===== src/mne_pkg.sv =====
// Shared types for the envelope nesting unit.
package mne_pkg;

   typedef enum logic [3:0] {
      ST_IDLE,
      ST_SORT_INIT,
      ST_BLK_INIT,
      ST_M_RD,
      ST_M_CMP,
      ST_LIS_INIT,
      ST_L_RD,
      ST_L_KEY,
      ST_B_CHK,
      ST_B_CMP,
      ST_DONE
   } state_type;

   typedef struct packed {
      logic load;
      logic sort_init;
      logic blk_init;
      logic m_read;
      logic m_cmp;
      logic lis_init;
      logic l_read;
      logic l_key;
      logic b_read;
      logic b_cmp;
      logic b_place;
      logic clear;
   } cmd_type;

   typedef struct packed {
      logic n_le1;
      logic blk_end;
      logic blk_last;
      logic pass_last;
      logic search_done;
      logic lis_last;
   } status_type;

   localparam int DEPTH_BITS = 11;

endpackage


===== src/mne_ctrl.sv =====
// Sequencer for loading, merge sorting and the longest run search.
module mne_ctrl (
   input  logic                clock,
   input  logic                reset,
   input  logic                req_valid,
   input  logic                req_last,
   input  logic                rsp_ready,
   input  mne_pkg::status_type status,
   output logic                req_ready,
   output logic                rsp_valid,
   output mne_pkg::cmd_type    cmd
);
   import mne_pkg::*;

   state_type state_ff, state_in;

   always_ff @(posedge clock) begin
      if (reset) begin
         state_ff <= ST_IDLE;
      end else begin
         state_ff <= state_in;
      end
   end

   always_comb begin
      state_in = state_ff;
      unique case (state_ff)
         ST_IDLE: begin
            if (req_valid && req_last) state_in = ST_SORT_INIT;
         end
         ST_SORT_INIT: begin
            state_in = status.n_le1 ? ST_LIS_INIT : ST_BLK_INIT;
         end
         ST_BLK_INIT: state_in = ST_M_RD;
         ST_M_RD: state_in = ST_M_CMP;
         ST_M_CMP: begin
            if (!status.blk_end) state_in = ST_M_RD;
            else if (status.blk_last && status.pass_last) state_in = ST_LIS_INIT;
            else state_in = ST_BLK_INIT;
         end
         ST_LIS_INIT: state_in = ST_L_RD;
         ST_L_RD: state_in = ST_L_KEY;
         ST_L_KEY: state_in = ST_B_CHK;
         ST_B_CHK: begin
            if (!status.search_done) state_in = ST_B_CMP;
            else state_in = status.lis_last ? ST_DONE : ST_L_RD;
         end
         ST_B_CMP: state_in = ST_B_CHK;
         ST_DONE: begin
            if (rsp_ready) state_in = ST_IDLE;
         end
         default: state_in = ST_IDLE;
      endcase
   end

   always_comb begin
      cmd       = '0;
      req_ready = 1'b0;
      rsp_valid = 1'b0;
      unique case (state_ff)
         ST_IDLE: begin
            req_ready = 1'b1;
            cmd.load  = req_valid;
         end
         ST_SORT_INIT: cmd.sort_init = 1'b1;
         ST_BLK_INIT:  cmd.blk_init = 1'b1;
         ST_M_RD:      cmd.m_read = 1'b1;
         ST_M_CMP:     cmd.m_cmp = 1'b1;
         ST_LIS_INIT:  cmd.lis_init = 1'b1;
         ST_L_RD:      cmd.l_read = 1'b1;
         ST_L_KEY:     cmd.l_key = 1'b1;
         ST_B_CHK: begin
            cmd.b_read  = !status.search_done;
            cmd.b_place = status.search_done;
         end
         ST_B_CMP: cmd.b_cmp = 1'b1;
         ST_DONE: begin
            rsp_valid = 1'b1;
            cmd.clear = rsp_ready;
         end
         default: cmd = '0;
      endcase
   end

   assert property (@(posedge clock) disable iff (reset)
      rsp_valid |-> !req_ready)
      else $error("Result offered while items are taken.");
   assert property (@(posedge clock) disable iff (reset)
      (state_ff == ST_B_CMP) |=> (state_ff == ST_B_CHK))
      else $error("Search compare did not return to the check step.");
   assert property (@(posedge clock) disable iff (reset)
      (rsp_valid && !rsp_ready) |=> rsp_valid)
      else $error("Result withdrawn before it was taken.");
endmodule


===== config.mk =====
export PLATFORM = sky130hd
export DESIGN_NAME = mne_ctrl
export DESIGN_NICKNAME = d
export VERILOG_FILES = /design/src/mne_pkg.sv /design/src/mne_ctrl.sv
export SDC_FILE = /design/constraint.sdc
export NUM_CORES = 1
export LEC_CHECK = 0
export BUFFER_PORTS_ARGS = -buffer_cell sky130_fd_sc_hd__buf_4
export CORE_AREA = 5 5 42 44
export CTS_CLUSTER_DIAMETER = 40
export DETAILED_ROUTE_END_ITERATION = 7
export DIE_AREA = 0 0 47 49
export HOLD_SLACK_MARGIN = 0.12
export PLACE_DENSITY_LB_ADDON = 0.15
export SYNTH_ARGS = -nofsm -noshare
export SYNTH_HDL_FRONTEND = slang
export SYNTH_SLANG_ARGS = --single-unit
export TNS_END_PERCENT = 5

===== constraint.sdc =====
create_clock -name clock -period 2 [get_ports clock]
set_input_delay 0.2 -clock clock [delete_from_list [all_inputs] [get_ports clock]]
set_output_delay 0.2 -clock clock [all_outputs]
set_load 0.02 [all_outputs]

After elaboration in Yosys (flattened, before gate mapping)
Cells that the tools add are included.

operators by class
  equality and inequality tests = 12
  multiplexer cells = 22
  reduce and logical (&&, ||, !) cells = 6

operators with widths
  cell                number
  $pmux 4 s10         1
  $eq 4x3->1 const B  4
  $mux 4              4
  $mux 1              14
  $eq 4x4->1 const B  3
  $mux 3              3
  $eq 4x2->1 const B  2
  $eq 4x1->1 const B  1
  $logic_not 4->1     1
  $ne 2x2->1 const B  2
  $logic_and 1x1->1   2
  $reduce_and 2->1    1
  $reduce_or 2->1     1
  $logic_not 1->1     1

storage, ports and cells
  register bits = 4
  bits of input ports = 11
  output and inout port bits = 14
  word-level logic and storage cells = 41

Depth between registers and ports, before layout
  depth in word-level cells = 4
  mapped depth = 5
  mapped depth without buffers = 4

Worst setup path after synthesis
No wires, ideal clock.

  path type = reg-to-output
  start = reg state_ff[3]
  end = out cmd[11] in the netlist's numbering
  data arrival time = 1.432 ns
  data required time = 1.800 ns
  slack = 0.368 ns
  stages on the path, launching flop included = 4
  path buffers = 1
  path through = dfxtp_1 buf_2 nor4_2 and2_1

RTL lines
  item                    RTL line        source
  from (decl)             mne_ctrl.sv:15  state_type state_ff, state_in;
  from (signal assigned)  mne_ctrl.sv:21  state_ff <= state_in;
  to (decl)               mne_ctrl.sv:11  output mne_pkg::cmd_type cmd

==> results.toml <==
[global_route]
grt_usage = 0.123
grt_pass1_vias = 484
grt_pass1_wl_microns = 2110
grt_overflow = 0
grt_max_degree = 15
antenna_found_initial = 0

[clock_tree]
cts.htree.levels = 1
cts_setup_buffers = 0
ctsResizeCount = 0
cts_tree = "yes"
root_buffer = "clkbuf_4"
clkTransAtPathRegs_ps = 40
cts-buffers-inserted = 3
cts_hold_buffers = 0
cts_buffer_depth = 2
worst_skew_pair.late_latency_ps = 240
cts.sinks = 4

[floorplan]
rows = 14
start_util = 0.303
die_x_microns = 47
die-area_sq_mm = 0.00230
core_area_sq_mm = 0.00140
pin_count = 25
fp.dieH_microns = 49

[sta]
timing.setup.tns_ps = 0
rsz0062_at_grt = "false"
max_freq_mhz = 582
finalSetupViolations = 0
period_minus_slack_ps = 1720
final_hold_viol_count = 0
fin_crit_sh = 0.859
skew_ps = 1.42
slew_headroom = 0.647
slew_viol_final = 0
tightest_slew_ps = 529

[synth]
synth_cell_types = 32
syn-instance-count = 60
synth-main-ff-cell = "dfxtp_1"
synthArstFlopShare = 0
synth_edf_count = 0
ys_seq_area_frac = 0.189
synth_nets = 71
synth_seq_cells = 4
syn-cell-area_sq_um = 424
syn_avg_cell_area_sq_um = 7.07
synth_warnings = 0

[finish]
drive_gt1_frac = 0.398
multi_input_area_sq_um = 318
seq_area_sq_um = 80.1
final_common_cell = "buf_4"
syn_to_final_growth_pct = 47.2
largest_reg_flops = 4
fillerInstances = 148
top_regs = "state_ff (4)"
insertedDiodeCount = 0
postLayoutCoreUtil = 0.446
fin_nets = 96
final_cell_mix = "buf_4 (24), nor3_1 (6), nor2_1 (6), nand2_1 (5)"
layout.cells.non_filler = 99
top_register = "state_ff"

[placed_design]
numPortBuffers = 24
dp.cells = 96
gp_congestion = 0.851
dp_hpwl_microns = 981

[critical_path]
path_max_fanout = 14
path_cells = "nand2b_4 > nor4b_1 > buf_4"
cp.required_ps = 1800
cp-start-kind = "flop"
crit_path_max_incr_delay_ps = 640
crit_type = "flop to primary output"
reg2reg_depth = 4
worstSetupEndpointType = "primary output"
slowest_stage = "dfxtp_1"
cp.arrival_ps = 1520

[routing]
first_pass_iters = 4
drc = 0
wire_per_inst_microns = 13.0
route.vias.total = 523
ant_nets = 0
dr.first_iter.drc_count = 10
drt-total-wl_microns = 1280
viasPerCell = 5.28

[power_and_ir_drop]
p_leak_nw = 0.272
finalPower_mw = 0.482
ir_worst_vdd_mv = 0.517
pwr_density_cell_mw_per_mm2 = 773

[hold_path]
hold_path_class = "primary input to flop"
hold_depth = 2

[run_status]
status = "complete, no violations"

[job]
cap_violations = 0
routing by layer:
metal | vias up | part of all wire | global-route usage | routed length (microns)
li1 | 268 | - | - | -
met1 | 231 | 0.43 | 0.160 | 557
met2 | 24 | 0.50 | 0.181 | 638
met3 | 0 | 0.069 | 0.0258 | 88
met4 | 0 | 0 | 0.0691 | 0
met5 | - | 0 | 0 | 0
cells by family (layout without fill, tap and decap cells):
group / after synthesis / count (layout) / synth area share
simple gates: 37 / 37 / 0.513
buf+inv: 5 / 28 / 0.0619
compound gates: 14 / 14 / 0.236
flops: 4 / 4 / 0.189
synth_stat cells, types with 2 or more instances:
library cell	count	area share
and2_1	2	0.029
or3_1	2	0.029
a31oi_1	3	0.044
nor3_1	6	0.071
buf_2	3	0.035
a21oi_1	2	0.024
o21ai_0	2	0.024
nor2_1	6	0.053
nand2_1	5	0.044
dfxtp_1	4	0.19
nand2b_1	4	0.059
path summary, 6_finish.rpt:
path                                               start  slack, ps                  endpoint
worst max-delay path            state_ff[3]$_SDFFE_PP0P_        280                    cmd[1]
worst min-delay path                               reset        150  state_ff[3]$_SDFFE_PP0P_
worst max register to register  state_ff[3]$_SDFFE_PP0P_        480  state_ff[2]$_SDFFE_PP0P_
worst min register to register  state_ff[0]$_SDFFE_PP0P_        650  state_ff[3]$_SDFFE_PP0P_
worst max-delay path: cells and delay by family (launching register included):
family,cells,cell delay [ps]
and+or+nand+nor,2,440
DFF,1,640
buffers and inverters,1,200
power by group:
| group | internal [mW] | switching, mW | total, mW |
|---|---|---|---|
| Sequential | 0.0940 | 0.0488 | 0.143 |
| Combinational | 0.113 | 0.125 | 0.239 |
| Clock | 0.0672 | 0.0338 | 0.101 |
per-stage QoR:
step | hold WS, ps | cell area [sq um] | setup WS, ps
floorplan | 269 | 424 | 368
global placement | 397 | 602 | 457
detailed placement | 396 | 602 | 483
CTS | 144 | 624 | 251
global route | 143 | 624 | 173
finish | 151 | 624 | 283
layout make-up:
type,count,share of cell area
flip-flops and latches,4,0.128
inverters,1,0.00601
multi-input cells,51,0.509
clock buffers,3,0.0361
well taps,16,0.0321
repair buffers,24,0.289
(Power assumes the default switching activity.)
